$ cat src/hw/rtl/rmr_pkg.sv
package rmr_pkg;

  localparam int MAX_RECTS  = 16;
  localparam int MAX_WIDTH  = 1024;
  localparam int MAX_HEIGHT = 768;

  localparam int RESET_WIDTH  = 352;
  localparam int RESET_HEIGHT = 288;

  localparam int CMD_W   = 2;
  localparam int COORD_W = 12;
  localparam int STS_W   = 2;
  localparam int PIX_X_W = 10;
  localparam int PIX_Y_W = 10;

  localparam int CFG_WIDTH_W  = 11;
  localparam int CFG_HEIGHT_W = 10;

  localparam int EFF_W_W = $clog2(MAX_WIDTH + 1);
  localparam int EFF_H_W = $clog2(MAX_HEIGHT + 1);
  localparam int COL_W   = $clog2(MAX_WIDTH);
  localparam int ROW_W   = $clog2(MAX_HEIGHT);

  localparam int APB_DATA_W = 32;
  localparam int PADDR_W    = 3;
  localparam int REG_IDX_W  = PADDR_W - 2;

  typedef enum logic [CMD_W-1:0] {
    CMD_CLEAR  = 2'd0,
    CMD_APPEND = 2'd1,
    CMD_PIXEL  = 2'd2
  } cmd_e;

  typedef enum logic [STS_W-1:0] {
    STS_OK   = 2'd0,
    STS_FULL = 2'd1,
    STS_BAD  = 2'd2
  } status_e;

  typedef enum logic [REG_IDX_W-1:0] {
    REG_FRAME_WIDTH  = 1'b0,
    REG_FRAME_HEIGHT = 1'b1
  } reg_idx_e;

  typedef enum logic [3:0] {
    S_IDLE = 4'b0001,
    S_NORM = 4'b0010,
    S_EVAL = 4'b0100,
    S_EMIT = 4'b1000
  } state_e;

  typedef struct packed {
    logic [CMD_W-1:0]          command;
    logic signed [COORD_W-1:0] left_x;
    logic signed [COORD_W-1:0] top_y;
    logic signed [COORD_W-1:0] right_x;
    logic signed [COORD_W-1:0] bottom_y;
  } in_word_t;

  typedef struct packed {
    logic [STS_W-1:0]   status;
    logic               is_pixel;
    logic               mask_black;
    logic [PIX_X_W-1:0] pixel_x;
    logic [PIX_Y_W-1:0] pixel_y;
    logic               frame_end;
  } out_word_t;

  typedef struct packed {
    logic signed [COORD_W-1:0] x0;
    logic signed [COORD_W-1:0] y0;
    logic signed [COORD_W-1:0] x1;
    logic signed [COORD_W-1:0] y1;
  } rect_t;

  typedef struct packed {
    logic [CFG_WIDTH_W-1:0]  frame_width;
    logic [CFG_HEIGHT_W-1:0] frame_height;
  } cfg_t;

  typedef struct packed {
    logic load;
    logic norm;
    logic eval;
    logic commit;
  } ctrl_cmd_t;

endpackage

$ cat src/hw/rtl/rmr_in_if.sv
interface rmr_in_if;
  import rmr_pkg::*;

  logic                      valid;
  logic                      ready;
  logic [CMD_W-1:0]          command;
  logic signed [COORD_W-1:0] left_x;
  logic signed [COORD_W-1:0] top_y;
  logic signed [COORD_W-1:0] right_x;
  logic signed [COORD_W-1:0] bottom_y;

  modport source (
    output valid, command, left_x, top_y, right_x, bottom_y,
    input  ready
  );

  modport sink (
    input  valid, command, left_x, top_y, right_x, bottom_y,
    output ready
  );
endinterface

$ cat src/hw/rtl/rmr_out_if.sv
interface rmr_out_if;
  import rmr_pkg::*;

  logic               valid;
  logic               ready;
  logic [STS_W-1:0]   status;
  logic               is_pixel;
  logic               mask_black;
  logic [PIX_X_W-1:0] pixel_x;
  logic [PIX_Y_W-1:0] pixel_y;
  logic               frame_end;

  modport source (
    output valid, status, is_pixel, mask_black, pixel_x, pixel_y, frame_end,
    input  ready
  );

  modport sink (
    input  valid, status, is_pixel, mask_black, pixel_x, pixel_y, frame_end,
    output ready
  );
endinterface

$ cat src/hw/rtl/rmr_regs.sv
module rmr_regs (
  input  logic                           clk_i,
  input  logic                           rst_ni,
  input  logic                           psel,
  input  logic                           penable,
  input  logic                           pwrite,
  input  logic [rmr_pkg::PADDR_W-1:0]    paddr,
  input  logic [rmr_pkg::APB_DATA_W-1:0] pwdata,
  output logic [rmr_pkg::APB_DATA_W-1:0] prdata,
  output logic                           pready,
  output rmr_pkg::cfg_t                  cfg_o
);
  import rmr_pkg::*;

  logic [CFG_WIDTH_W-1:0]  width_q, width_d;
  logic [CFG_HEIGHT_W-1:0] height_q, height_d;
  logic [REG_IDX_W-1:0]    idx;
  logic                    wr_en;

  assign idx    = paddr[PADDR_W-1:2];
  assign wr_en  = psel & penable & pwrite;
  assign pready = 1'b1;

  always_comb begin
    width_d  = width_q;
    height_d = height_q;
    prdata   = '0;
    case (idx)
      REG_FRAME_WIDTH: begin
        prdata = APB_DATA_W'(width_q);
        if (wr_en) width_d = pwdata[CFG_WIDTH_W-1:0];
      end
      REG_FRAME_HEIGHT: begin
        prdata = APB_DATA_W'(height_q);
        if (wr_en) height_d = pwdata[CFG_HEIGHT_W-1:0];
      end
      default: prdata = '0;
    endcase
  end

  always_ff @(posedge clk_i or negedge rst_ni) begin
    if (!rst_ni) begin
      width_q  <= CFG_WIDTH_W'(RESET_WIDTH);
      height_q <= CFG_HEIGHT_W'(RESET_HEIGHT);
    end else begin
      width_q  <= width_d;
      height_q <= height_d;
    end
  end

  assign cfg_o.frame_width  = width_q;
  assign cfg_o.frame_height = height_q;
endmodule

$ cat src/hw/rtl/rmr_ctrl.sv
module rmr_ctrl (
  input  logic               clk_i,
  input  logic               rst_ni,
  input  logic               in_valid_i,
  output logic               in_ready_o,
  output logic               out_valid_o,
  input  logic               out_ready_i,
  output rmr_pkg::ctrl_cmd_t cmd_o
);
  import rmr_pkg::*;

  state_e state_q, state_d;
  logic   out_valid_q, out_valid_d;
  logic   slot_free;

  assign slot_free  = ~out_valid_q | out_ready_i;
  assign in_ready_o = (state_q == S_IDLE);

  always_comb begin
    state_d     = state_q;
    out_valid_d = out_valid_q & ~out_ready_i;
    cmd_o       = '0;
    case (state_q)
      S_IDLE: begin
        if (in_valid_i) begin
          cmd_o.load = 1'b1;
          state_d    = S_NORM;
        end
      end
      S_NORM: begin
        cmd_o.norm = 1'b1;
        state_d    = S_EVAL;
      end
      S_EVAL: begin
        cmd_o.eval = 1'b1;
        state_d    = S_EMIT;
      end
      S_EMIT: begin
        if (slot_free) begin
          cmd_o.commit = 1'b1;
          out_valid_d  = 1'b1;
          state_d      = S_IDLE;
        end
      end
      default: state_d = S_IDLE;
    endcase
  end

  always_ff @(posedge clk_i or negedge rst_ni) begin
    if (!rst_ni) begin
      state_q     <= S_IDLE;
      out_valid_q <= 1'b0;
    end else begin
      state_q     <= state_d;
      out_valid_q <= out_valid_d;
    end
  end

  assign out_valid_o = out_valid_q;
endmodule

$ cat src/hw/rtl/rmr_dp.sv
module rmr_dp #(
  parameter int MaxRects = rmr_pkg::MAX_RECTS
) (
  input  logic                clk_i,
  input  logic                rst_ni,
  input  rmr_pkg::ctrl_cmd_t  cmd_i,
  input  rmr_pkg::cfg_t       cfg_i,
  input  rmr_pkg::in_word_t   in_word_i,
  output rmr_pkg::out_word_t  out_word_o
);
  import rmr_pkg::*;

  localparam int CntW = $clog2(MaxRects + 1);
  localparam int IdxW = (MaxRects > 1) ? $clog2(MaxRects) : 1;
  localparam int SW   = COORD_W + 1;

  in_word_t       in_q;
  rect_t          rect_q [MaxRects];
  logic [MaxRects-1:0] hit_q, hit_d;
  out_word_t      out_q, out_d;

  logic [CntW-1:0]  count_q, count_d;
  logic [COL_W-1:0] col_q, col_d;
  logic [ROW_W-1:0] row_q, row_d;

  logic [EFF_W_W-1:0] ew, ew_m1;
  logic [EFF_H_W-1:0] eh, eh_m1;
  logic [ROW_W:0]     row_inc;
  logic [COL_W:0]     col_inc;
  logic               col_wrap;
  logic [ROW_W:0]     row_n;
  logic               table_full, rect_bad, do_store;

  logic signed [SW-1:0] col_s, row_s, wm1_s, hm1_s;

  always_comb begin
    if (cfg_i.frame_width == '0) begin
      ew = EFF_W_W'(1);
    end else if (EFF_W_W'(cfg_i.frame_width) > EFF_W_W'(MAX_WIDTH)) begin
      ew = EFF_W_W'(MAX_WIDTH);
    end else begin
      ew = EFF_W_W'(cfg_i.frame_width);
    end
    if (cfg_i.frame_height == '0) begin
      eh = EFF_H_W'(1);
    end else if (EFF_H_W'(cfg_i.frame_height) > EFF_H_W'(MAX_HEIGHT)) begin
      eh = EFF_H_W'(MAX_HEIGHT);
    end else begin
      eh = EFF_H_W'(cfg_i.frame_height);
    end
  end

  assign ew_m1 = ew - EFF_W_W'(1);
  assign eh_m1 = eh - EFF_H_W'(1);

  assign col_s = $signed({{(SW-COL_W){1'b0}}, col_q});
  assign row_s = $signed({{(SW-ROW_W){1'b0}}, row_q});
  assign wm1_s = $signed({{(SW-EFF_W_W){1'b0}}, ew_m1});
  assign hm1_s = $signed({{(SW-EFF_H_W){1'b0}}, eh_m1});

  always_comb begin
    logic signed [SW-1:0] lo_x, lo_y, hi_x, hi_y, x0_e, y0_e, x1_e, y1_e;
    for (int i = 0; i < MaxRects; i++) begin
      x0_e = SW'(rect_q[i].x0);
      y0_e = SW'(rect_q[i].y0);
      x1_e = SW'(rect_q[i].x1);
      y1_e = SW'(rect_q[i].y1);
      lo_x = (x0_e > 0) ? x0_e : '0;
      lo_y = (y0_e > 0) ? y0_e : '0;
      hi_x = (x1_e < wm1_s) ? x1_e : wm1_s;
      hi_y = (y1_e < hm1_s) ? y1_e : hm1_s;
      hit_d[i] = (CntW'(i) < count_q) && (col_s >= lo_x) && (col_s < hi_x)
                 && (row_s >= lo_y) && (row_s < hi_y);
    end
  end

  assign col_wrap   = (EFF_W_W'(col_q) >= ew);
  assign row_inc    = {1'b0, row_q} + (ROW_W+1)'(1);
  assign row_n      = col_wrap ? row_inc : {1'b0, row_q};
  assign col_inc    = {1'b0, col_q} + (COL_W+1)'(1);
  assign table_full = (count_q >= CntW'(MaxRects));
  assign rect_bad   = (in_q.left_x > in_q.right_x) || (in_q.top_y > in_q.bottom_y);
  assign do_store   = cmd_i.commit && (in_q.command == CMD_APPEND)
                      && !table_full && !rect_bad;

  always_comb begin
    count_d = count_q;
    col_d   = col_q;
    row_d   = row_q;
    out_d   = '0;
    if (cmd_i.norm && (in_q.command == CMD_PIXEL)) begin
      if (col_wrap) col_d = '0;
      row_d = (row_n >= (ROW_W+1)'(eh)) ? '0 : row_n[ROW_W-1:0];
    end
    if (cmd_i.commit) begin
      case (in_q.command)
        CMD_CLEAR: begin
          count_d = '0;
          col_d   = '0;
          row_d   = '0;
        end
        CMD_APPEND: begin
          if (table_full) begin
            out_d.status = STS_FULL;
          end else if (rect_bad) begin
            out_d.status = STS_BAD;
          end else begin
            out_d.status = STS_OK;
            count_d      = count_q + CntW'(1);
          end
        end
        CMD_PIXEL: begin
          out_d.status     = STS_OK;
          out_d.is_pixel   = 1'b1;
          out_d.mask_black = |hit_q;
          out_d.pixel_x    = PIX_X_W'(col_q);
          out_d.pixel_y    = PIX_Y_W'(row_q);
          out_d.frame_end  = (EFF_W_W'(col_q) == ew_m1) && (EFF_H_W'(row_q) == eh_m1);
          if (col_inc >= (COL_W+1)'(ew)) begin
            col_d = '0;
            row_d = (row_inc >= (ROW_W+1)'(eh)) ? '0 : row_inc[ROW_W-1:0];
          end else begin
            col_d = col_inc[COL_W-1:0];
          end
        end
        default: out_d = '0;
      endcase
    end
  end

  always_ff @(posedge clk_i or negedge rst_ni) begin
    if (!rst_ni) begin
      count_q <= '0;
      col_q   <= '0;
      row_q   <= '0;
    end else begin
      count_q <= count_d;
      col_q   <= col_d;
      row_q   <= row_d;
    end
  end

  always_ff @(posedge clk_i) begin
    if (cmd_i.load) in_q <= in_word_i;
    if (cmd_i.eval) hit_q <= hit_d;
    if (cmd_i.commit) out_q <= out_d;
    if (do_store) begin
      rect_q[count_q[IdxW-1:0]] <= '{x0: in_q.left_x, y0: in_q.top_y,
                                     x1: in_q.right_x, y1: in_q.bottom_y};
    end
  end

  assign out_word_o = out_q;
endmodule

$ cat src/hw/rtl/rectangle_mask_rasterizer.sv
// A new word is accepted only in the idle state, after the previous word has
// been emitted; the four-state sequencer (capture, raster wrap, parallel
// rectangle compare, emit) waits in emit while the result slot is occupied.
// Reset: asynchronous, active low; empties the table, rewinds the raster and
// loads 352 x 288; rectangle entries hold no reset value and need no clearing.
module rectangle_mask_rasterizer #(
  parameter int MaxRects = rmr_pkg::MAX_RECTS
) (
  input  logic                           clk_i,
  input  logic                           rst_ni,
  rmr_in_if.sink                         in_chan,
  rmr_out_if.source                      out_chan,
  input  logic                           psel,
  input  logic                           penable,
  input  logic                           pwrite,
  input  logic [rmr_pkg::PADDR_W-1:0]    paddr,
  input  logic [rmr_pkg::APB_DATA_W-1:0] pwdata,
  output logic [rmr_pkg::APB_DATA_W-1:0] prdata,
  output logic                           pready
);
  import rmr_pkg::*;

  cfg_t      cfg;
  ctrl_cmd_t cmd;
  in_word_t  in_word;
  out_word_t out_word;
  logic      in_ready;
  logic      out_valid;

  rmr_regs u_regs (
    .clk_i   (clk_i),
    .rst_ni  (rst_ni),
    .psel    (psel),
    .penable (penable),
    .pwrite  (pwrite),
    .paddr   (paddr),
    .pwdata  (pwdata),
    .prdata  (prdata),
    .pready  (pready),
    .cfg_o   (cfg)
  );

  rmr_ctrl u_ctrl (
    .clk_i       (clk_i),
    .rst_ni      (rst_ni),
    .in_valid_i  (in_chan.valid),
    .in_ready_o  (in_ready),
    .out_valid_o (out_valid),
    .out_ready_i (out_chan.ready),
    .cmd_o       (cmd)
  );

  assign in_word.command  = in_chan.command;
  assign in_word.left_x   = in_chan.left_x;
  assign in_word.top_y    = in_chan.top_y;
  assign in_word.right_x  = in_chan.right_x;
  assign in_word.bottom_y = in_chan.bottom_y;

  rmr_dp #(
    .MaxRects (MaxRects)
  ) u_dp (
    .clk_i      (clk_i),
    .rst_ni     (rst_ni),
    .cmd_i      (cmd),
    .cfg_i      (cfg),
    .in_word_i  (in_word),
    .out_word_o (out_word)
  );

  assign in_chan.ready       = in_ready;
  assign out_chan.valid      = out_valid;
  assign out_chan.status     = out_word.status;
  assign out_chan.is_pixel   = out_word.is_pixel;
  assign out_chan.mask_black = out_word.mask_black;
  assign out_chan.pixel_x    = out_word.pixel_x;
  assign out_chan.pixel_y    = out_word.pixel_y;
  assign out_chan.frame_end  = out_word.frame_end;

`ifndef NO_ASSERTIONS
  a_one_in_flight: assert property (@(posedge clk_i) disable iff (!rst_ni)
    (in_chan.valid && in_chan.ready) |=> !in_chan.ready)
    else $error("input taken while a word is in flight");

  a_frame_end_pixel: assert property (@(posedge clk_i) disable iff (!rst_ni)
    (out_chan.valid && out_chan.frame_end) |-> out_chan.is_pixel)
    else $error("frame end on a non-pixel word");

  a_non_pixel_zero: assert property (@(posedge clk_i) disable iff (!rst_ni)
    (out_chan.valid && !out_chan.is_pixel) |->
      (!out_chan.mask_black && out_chan.pixel_x == '0 && out_chan.pixel_y == '0))
    else $error("non-pixel word carries pixel data");

  a_pixel_status_ok: assert property (@(posedge clk_i) disable iff (!rst_ni)
    (out_chan.valid && out_chan.is_pixel) |-> (out_chan.status == STS_OK))
    else $error("pixel word with refusal status");
`endif
endmodule

$ cat src/flat_wrapper.sv
// flat-port wrapper written by rule: the top's interface ports become plain ports
module rectangle_mask_rasterizer_flat import rmr_pkg::*;
#(
  parameter int MaxRects = rmr_pkg::MAX_RECTS
)
  (clk_i, rst_ni, psel, penable, pwrite, paddr, pwdata, prdata, pready, in_chan_valid, in_chan_command, in_chan_left_x, in_chan_top_y, in_chan_right_x, in_chan_bottom_y, in_chan_ready, out_chan_valid, out_chan_status, out_chan_is_pixel, out_chan_mask_black, out_chan_pixel_x, out_chan_pixel_y, out_chan_frame_end, out_chan_ready);
  rmr_in_if in_chan_i ();
  rmr_out_if out_chan_i ();
  input  logic clk_i;
  input  logic rst_ni;
  input  logic psel;
  input  logic penable;
  input  logic pwrite;
  input  logic [rmr_pkg::PADDR_W-1:0] paddr;
  input  logic [rmr_pkg::APB_DATA_W-1:0] pwdata;
  output logic [rmr_pkg::APB_DATA_W-1:0] prdata;
  output logic pready;
  input wire logic [$bits(in_chan_i.valid)-1:0] in_chan_valid;
  input wire logic [$bits(in_chan_i.command)-1:0] in_chan_command;
  input wire logic [$bits(in_chan_i.left_x)-1:0] in_chan_left_x;
  input wire logic [$bits(in_chan_i.top_y)-1:0] in_chan_top_y;
  input wire logic [$bits(in_chan_i.right_x)-1:0] in_chan_right_x;
  input wire logic [$bits(in_chan_i.bottom_y)-1:0] in_chan_bottom_y;
  output wire logic [$bits(in_chan_i.ready)-1:0] in_chan_ready;
  output wire logic [$bits(out_chan_i.valid)-1:0] out_chan_valid;
  output wire logic [$bits(out_chan_i.status)-1:0] out_chan_status;
  output wire logic [$bits(out_chan_i.is_pixel)-1:0] out_chan_is_pixel;
  output wire logic [$bits(out_chan_i.mask_black)-1:0] out_chan_mask_black;
  output wire logic [$bits(out_chan_i.pixel_x)-1:0] out_chan_pixel_x;
  output wire logic [$bits(out_chan_i.pixel_y)-1:0] out_chan_pixel_y;
  output wire logic [$bits(out_chan_i.frame_end)-1:0] out_chan_frame_end;
  input wire logic [$bits(out_chan_i.ready)-1:0] out_chan_ready;
  assign in_chan_i.valid = in_chan_valid;
  assign in_chan_i.command = in_chan_command;
  assign in_chan_i.left_x = in_chan_left_x;
  assign in_chan_i.top_y = in_chan_top_y;
  assign in_chan_i.right_x = in_chan_right_x;
  assign in_chan_i.bottom_y = in_chan_bottom_y;
  assign in_chan_ready = in_chan_i.ready;
  assign out_chan_valid = out_chan_i.valid;
  assign out_chan_status = out_chan_i.status;
  assign out_chan_is_pixel = out_chan_i.is_pixel;
  assign out_chan_mask_black = out_chan_i.mask_black;
  assign out_chan_pixel_x = out_chan_i.pixel_x;
  assign out_chan_pixel_y = out_chan_i.pixel_y;
  assign out_chan_frame_end = out_chan_i.frame_end;
  assign out_chan_i.ready = out_chan_ready;
  rectangle_mask_rasterizer #(.MaxRects(MaxRects)) u_core (.clk_i(clk_i), .rst_ni(rst_ni), .in_chan(in_chan_i), .out_chan(out_chan_i), .psel(psel), .penable(penable), .pwrite(pwrite), .paddr(paddr), .pwdata(pwdata), .prdata(prdata), .pready(pready));
endmodule
$ cat config.mk
export PLATFORM = sky130hd
export DESIGN_NAME = rectangle_mask_rasterizer_flat
export DESIGN_NICKNAME = d
export VERILOG_FILES = /design/src/hw/rtl/rmr_pkg.sv /design/src/hw/rtl/rmr_in_if.sv /design/src/hw/rtl/rmr_out_if.sv /design/src/hw/rtl/rmr_regs.sv /design/src/hw/rtl/rmr_ctrl.sv /design/src/hw/rtl/rmr_dp.sv /design/src/hw/rtl/rectangle_mask_rasterizer.sv /design/src/flat_wrapper.sv
export SDC_FILE = /design/constraint.sdc
export NUM_CORES = 2
export LEC_CHECK = 0
export ABC_AREA = 1
export BUFFER_PORTS_ARGS = -buffer_cell sky130_fd_sc_hd__buf_2
export CAP_MARGIN = 20
export CORE_UTILIZATION = 25
export CTS_BUF_LIST = sky130_fd_sc_hd__clkbuf_4
export DETAILED_ROUTE_END_ITERATION = 7
export MAX_ROUTING_LAYER = met4
export PLACE_DENSITY = 0.45
export SYNTH_ARGS = -nofsm -noshare
export SYNTH_HDL_FRONTEND = slang
export SYNTH_SLANG_ARGS = --single-unit
$ cat constraint.sdc
create_clock -name clk_i -period 6.6 [get_ports clk_i]
set_input_delay 1.32 -clock clk_i [delete_from_list [all_inputs] [get_ports clk_i]]
set_output_delay 1.32 -clock clk_i [all_outputs]
set_load 0.05 [all_outputs]
; After elaboration in Yosys (flattened, before gate mapping)
; Memory sizes are Yosys's and may differ from the RTL's.
; Index checks and enable logic that the tools add are counted.
[totals]
memories = 1
inputBits = 92
mem_bits_rw = 768
reg_bits = 142
elab_cells = 381
[classes]
bitwise_logic = 8
n_mux = 100
order_cmp = 153
reduce_logical = 82
addsub = 5
n_eq_ne = 12
[mem_list]
columns = memory, depth, width, rd, rd_ports_with_merged_regs, wr, line
row1 = u_core.u_dp.rect_q, 16, 48, 16, 0, 1, rmr_dp.sv:18  ; rect_t rect_q [MaxRects];
[ops]
columns = op, n
row1 = $mux W13, 64
row2 = $ge A11 B13 Y1, 32
row3 = $lt A11 B13 Y1, 32
row4 = $gt A12 B1 Y1 const B, 32
row5 = $lt A12 B11 Y1, 16
row6 = $lt A12 B12 Y1, 16
row7 = $mux W10, 11
row8 = $logic_and A1 B1 Y1, 69
row9 = $pmux W32 S2, 1
row10 = $lt A4 B5 Y1 const A, 8
row11 = $pmux W10 S2, 2
row12 = $mux W11, 3
row13 = $gt A12 B12 Y1, 2
row14 = $mux W23, 1
row15 = $add A10 B1 Y11 const B, 2
row16 = $ge A11 B10 Y1, 2
row17 = $lt A3 B5 Y1 const A, 4
row18 = $pmux W4 S4, 1
row19 = $reduce_or A16 Y1, 1
row20 = $eq A10 B11 Y1, 1
row21 = $ge A10 B11 Y1, 1
row22 = $ge A11 B11 Y1, 1
row23 = $gt A11 B11 Y1 const B, 1
row24 = $logic_not A11 Y1, 1
row25 = 31 further kinds, 56

; Longest topological paths before layout
[logic_depth]
word_depth = 11
depth_mapped = 41

; Cells and area by module
; From an unflattened synthesis, not the netlist that was laid out.
[hier_totals]
cells_unflattened = 6066
area_unflattened_um2 = 58750.1
[modules_own_cells]
columns = mod, seq_area_each_um2, instances, area_each_um2, cells_per_inst
row1 = rmr_dp, 26420.3, 1, 57320.0, 5881
row2 = rmr_regs, 531.8, 1, 1163.6, 153
row3 = rmr_ctrl, 126.4, 1, 266.5, 32

; Worst setup path before layout
; No wires, ideal clock.
[synth_timing]
path_type = reg2reg
startpoint = reg u_core.u_regs.width_q[4]
endpoint = reg u_core.u_dp.hit_q[4], data pin
path_slack_ns = 1.138
arrival_time_ns = 5.324
t_required_ns = 6.462
stages_incl_launch_ff = 34
cell_sequence = dfrtp_1 -> nor2_1 -> nand3_1 -> o21ai_4 -> nand2_2 -> buf_2 -> buf_6 -> ha_1 -> xor2_1 -> clkbuf_1 -> ha_1 -> nand3_1 -> nand2_1 -> nand2_1 -> nand2_1 -> nand2_1 -> nand2_1 -> nand2_1 -> nand2_1 -> ha_1 -> clkbuf_1 -> clkbuf_1 -> o21ai_0 -> ha_1 -> a21oi_1 -> nor2_1 -> a211o_1 -> a21oi_1 -> nor2_1 -> o21ai_0 -> nand2_1 -> nand2_1 -> nand2_1 -> nor2_1
[synth_between]
elab_chain_cells = 10
[synth_rtl]
columns = element, line
row1 = start: declaration, rmr_regs.sv:15  ; logic [CFG_WIDTH_W-1:0] width_q, width_d;
row2 = start signal: assignment, rmr_regs.sv:43  ; width_q <= CFG_WIDTH_W'(RESET_WIDTH);
row3 = start signal: assignment, rmr_regs.sv:46  ; width_q <= width_d;
row4 = $gt A11 B11 Y1, rmr_dp.sv:39  ; end else if (EFF_W_W'(cfg_i.frame_width) > EFF_W_W'(MAX_WIDTH)) begin
row5 = $mux W11, rmr_dp.sv:39
row6 = $mux W11 *, rmr_dp.sv:37  ; if (cfg_i.frame_width == '0) begin
row7 = $sub A11 B1 Y11 *, rmr_dp.sv:53  ; assign ew_m1 = ew - EFF_W_W'(1);
row8 = $lt A12 B12 Y1, rmr_dp.sv:70  ; hi_x = (x1_e < wm1_s) ? x1_e : wm1_s;
row9 = $mux W13 *, rmr_dp.sv:70
row10 = $lt A11 B13 Y1 *, rmr_dp.sv:72  ; hit_d[i] = (CntW'(i) < count_q) && (col_s >= lo_x) && (col_s < hi_x)
row11 = $logic_and A1 B1 Y1 *, rmr_dp.sv:72
row12 = $logic_and A1 B1 Y1 * (2 in series), rmr_dp.sv:73  ; && (row_s >= lo_y) && (row_s < hi_y);
row13 = net u_core.u_dp.hit_d[4], rmr_dp.sv:19  ; logic [MaxRects-1:0] hit_q, hit_d;
row14 = end signal: assignment, rmr_dp.sv:145  ; if (cmd_i.eval) hit_q <= hit_d;
row15 = end: declaration, rmr_dp.sv:19
; The timed path passes the listed nets; every way through them passes the cells marked *.
; A chain may end at the register's enable or synchronous reset.

; Worst setup path after layout
[layout_timing]
startpoint = reg u_core.u_regs.width_q[3]
endpoint = reg u_core.u_dp.hit_q[13], data pin
; Same word-level chain as after synthesis.

==> results.txt <==
* Min Clock Period, post-route: 6.09 ns
* Pin count of the biggest net entering global routing: 52
- EDFF count, synth: 859
- Peak supply drop: 0.150 mV
* Syn avg cell area: 9.67 um2
- Detailed Route Iter0 Violations: 3176
* Post-route clock period utilization: 0.923
- The number of pins with negative max-slew slack in the final report was 0.
- Most common cell after layout, fill and taps aside: sky130_fd_sc_hd__nand2_1
- Count of distinct cell types in the synthesized netlist: 62
- R2r worst-path depth: 31
* Die ar.: 238000 um2
* Fraction of the yosys area taken by sequential cells: 0.459
- The tightest hold path in the finished design has a slack of 0.204 ns.
- The final layout contains routed wiring with a total length of 204 mm.
- CTS H-tree depth: 5
- Number of nets in the layout: 7648
- Number of DRC violations after detailed routing: 0
* Die Width: 488 um
- The final-report hold violation count is 0.
- Final GP Congestion: 0.876
* Via/cell ratio: 4.78
* Commonest register cell after synthesis: sky130_fd_sc_hd__edfxtp_1
- Final cell count without fillers: 9899
- Initial antenna violation count: 14
- Startpoint of the most critical register-to-register path: u_core.u_regs.width_q[3]$_DFFE_PN0P_
* Vertical die dimension: 488 um
* Stages on the worst setup path: 31
* Worst Setup Slack, final: 0.508 ns
* Max_slew headroom: 0.279
- Detail-routed net length per standard cell: 20.6 um
* Sinks on Clock Net: 910
- Number of optimization iterations in the first detailed-route pass: 7
- Summed over all cells, the static leakage comes to 0.0284 uW.
- In this run the core area contains 178 standard-cell rows.
* DPL Wire Length: 137 mm
- OpenSTA, run right after detailed placement, puts the worst setup slack at 0.546 ns.
- TritonCTS clock tree: done
* Max capacitance violation total: 0
- Bufs and invs on worst path: 4
* Initial core utilization: 0.251
* Most used cell, CP: sky130_fd_sc_hd__nand2_1
- The count of nets left with antenna violations once routing finished came out at 0.
- Sum of negative setup slack: 0 ns
- The number of global-route vias before repair is 46423.
- The flow ran to the end, and the final reports show no timing, DRC or antenna violations.
* Worst Clk Skew: 0.0916 ns
- Global-route wire length before repair: 296 mm
- Hold buffers post-CTS: 0
- Counting along the longest clock path gives a buffer depth of 4.
- Crit-path max cell delay: 0.58 ns
- At the worst endpoint, the required time is 7.68 ns.
* Clock latency on the worst-skew pair: 1.34 ns
- Clock transition at path regs: 0.07 ns
* Setup repair after global routing missed its margin: false
* Layout cells sized above 1: 0.117
- Startpoint type of the worst setup path: register
* Core area: 235000 um2
- Post-synthesis instance area: 59000 um2
- Layout overhead on the synthesized area: 15.0%
* Endpoint of the worst register-to-register path: u_core.u_dp.hit_q[13]$_DFFE_PP_
- For the pin with the worst max-slew slack, the measured transition is 1.07 ns.
- The cell count after synthesis came out at 6104.
* Reg-to-reg setup timing slack: 0.51 ns
- Cell area power density: 308 nW/um2
- # placed instances: 9416
* Type of the setup path with the least slack: register to register
- Seq cells post-synth: 910
- CTS root buf: sky130_fd_sc_hd__clkbuf_4
- In this run the worst setup path begins at u_core.u_regs.width_q[3]$_DFFE_PN0P_.
- Of all nets on the critical path, the largest fanout is 19.
- Yosys warning total: 0
- The routed layout has 47290 vias.
* # IOs: 152
- Tightest Hold Check Type: input pin to register
* Nature of the critical path endpoint: register
* Hold Path Depth: 1
- Maximum operating frequency: 0.164 GHz
* Quantity of I/O buffers inserted on ports: 106
* Capture endpoint of the worst hold path: u_core.u_dp.in_q[9]$_DFFE_PP_
- The slowest stage of the critical path belongs to the cell sky130_fd_sc_hd__ha_1.
* Share of flip-flops with an asynchronous set or reset: 0.0560
- The startpoint identified for the worst hold timing path is in_chan_bottom_y[9].
- Among cell families on the critical path, the largest total delay comes from simple AND/OR/NAND/NOR gates.
- Global routing finished with a remaining overflow of 0.
- GR Util All Layers: 0.175
* Commonest cells after routing, fill and taps aside: sky130_fd_sc_hd__nand2_1 (1436), sky130_fd_sc_hd__ha_1 (1000), sky130_fd_sc_hd__edfxtp_1 (859), sky130_fd_sc_hd__o21ai_0 (486), sky130_fd_sc_hd__inv_1 (421)
- Quantity of gates resized following cts: 0
- TritonCTS buffer count: 287
* Data arrival time of the worst path: 7.17 ns
- Setup violators final: 0
- Buffers added to address setup during post-CTS repair amount to 0.
==> per-stage QoR <==
| stage | area [um2] | utilization | power (uW) |
|---|---|---|---|
| 3_3_place_gp | 64500 | 0.275 | 15400 |
| 3_5_place_dp | 64500 | 0.275 | 15600 |
| 4_1_cts | 67900 | 0.289 | 21200 |
| 2_1_floorplan | 59100 | - | 12200 |
| 6_report | 67900 | 0.289 | 20900 |
| 5_1_grt | 67900 | 0.289 | 22500 |
==> kinds of logic after synthesis <==
kind of cell	Yosys count	synth area share
simple gates	2390	0.172
compound gates	1168	0.112
fa+ha+maj	1001	0.212
flops	910	0.459
buf+inv	609	0.0414
xor+xnor	24	0.00356
other cells	2	0.000127
==> layer usage <==
layer / up-vias / track usage / share of wire
met2: 1259 / 0.278 / 0.46
li1: 23098 / - / -
met5: - / - / 0
met4: 0 / 0.0529 / 0.025
met1: 22595 / 0.228 / 0.46
met3: 338 / 0.0251 / 0.052
==> registers in the layout, summed over array words and instances (netlist names), 4 cells and up <==
name	count
u_core.u_dp.col_q	10
u_core.u_dp.in_q	50
u_core.u_dp.hit_q	16
u_core.u_dp.row_q	10
u_core.u_regs.height_q	10
u_core.u_regs.width_q	11
u_core.u_ctrl.state_q	4
u_core.u_dp.count_q	5
u_core.u_dp.rect_q	768
u_core.u_dp.out_word_o	25
==> worst max-delay path by stage <==
stage | slack [ns] | to
after floorplan | 1.14 | u_core.u_dp.hit_q[4]$_DFFE_PP_
final | 0.51 | u_core.u_dp.hit_q[13]$_DFFE_PP_
after global routing | 0.02 | u_core.u_dp.hit_q[13]$_DFFE_PP_
after detailed placement | 0.55 | u_core.u_dp.hit_q[1]$_DFFE_PP_
after CTS | 0.51 | u_core.u_dp.hit_q[13]$_DFFE_PP_
after global placement | 0.58 | u_core.u_dp.hit_q[3]$_DFFE_PP_
==> worst reg2reg max path, delay by kind of cell (launching register included) <==
family / cells / cell delay (ns)
compound gates: 5 / 0.95
fa+ha+maj: 4 / 1.48
buf+inv: 4 / 0.85
flops: 1 / 0.48
simple gates: 18 / 2.07
==> cell type report <==
cell class,instances,area [um2]
Multi-Input combinational cell,4605,29700
Sequential cell,910,27100
Timing Repair Buffer,277,1970
Fill cell,24564,167000
Tap cell,3150,3940
Clock inverter,79,365
Antenna cell,5,12.5
Inverter,474,1780
Clock buffer,399,3000
==> synth_stat cells, types with 6 or more instances <==
cell,instances,area (um2)
sky130_fd_sc_hd__nand2_1,1436,5390
sky130_fd_sc_hd__ha_1,1001,12500
sky130_fd_sc_hd__edfxtp_1,859,25800
sky130_fd_sc_hd__o21ai_0,486,2430
sky130_fd_sc_hd__inv_1,422,1580
sky130_fd_sc_hd__a21oi_1,362,1810
sky130_fd_sc_hd__nor2_1,343,1290
sky130_fd_sc_hd__nand3_1,217,1090
sky130_fd_sc_hd__nor3_1,128,641
sky130_fd_sc_hd__nand4_1,118,738
sky130_fd_sc_hd__clkbuf_1,84,315
sky130_fd_sc_hd__nor4_1,75,469
sky130_fd_sc_hd__a211oi_1,63,473
sky130_fd_sc_hd__o21ai_1,55,275
sky130_fd_sc_hd__dfrtp_1,45,1130
sky130_fd_sc_hd__clkinv_1,40,150
sky130_fd_sc_hd__buf_4,31,233
sky130_fd_sc_hd__o211ai_1,26,195
sky130_fd_sc_hd__a21boi_0,25,188
sky130_fd_sc_hd__nand3b_1,24,180
sky130_fd_sc_hd__xor2_1,22,193
sky130_fd_sc_hd__a22oi_1,20,150
sky130_fd_sc_hd__o21bai_1,19,143
sky130_fd_sc_hd__buf_2,17,85.1
sky130_fd_sc_hd__o311ai_0,17,149
sky130_fd_sc_hd__or2_2,17,106
sky130_fd_sc_hd__o221ai_1,14,123
sky130_fd_sc_hd__inv_2,12,45.0
sky130_fd_sc_hd__o31ai_1,12,90.1
sky130_fd_sc_hd__a211o_1,10,87.6
sky130_fd_sc_hd__a21o_1,8,60.1
sky130_fd_sc_hd__a32oi_1,8,70.1
sky130_fd_sc_hd__o21a_1,8,60.1
sky130_fd_sc_hd__a31oi_1,7,43.8
sky130_fd_sc_hd__dfstp_2,6,158
==> where the power goes <==
| group | internal (uW) | switching (uW) | leakage (uW) |
|---|---|---|---|
| clock network | 2850 | 2650 | 0.00202 |
| registers | 6740 | 274 | 0.00837 |
| logic | 2720 | 5720 | 0.0180 |
Power figures use the tool's default switching activity.
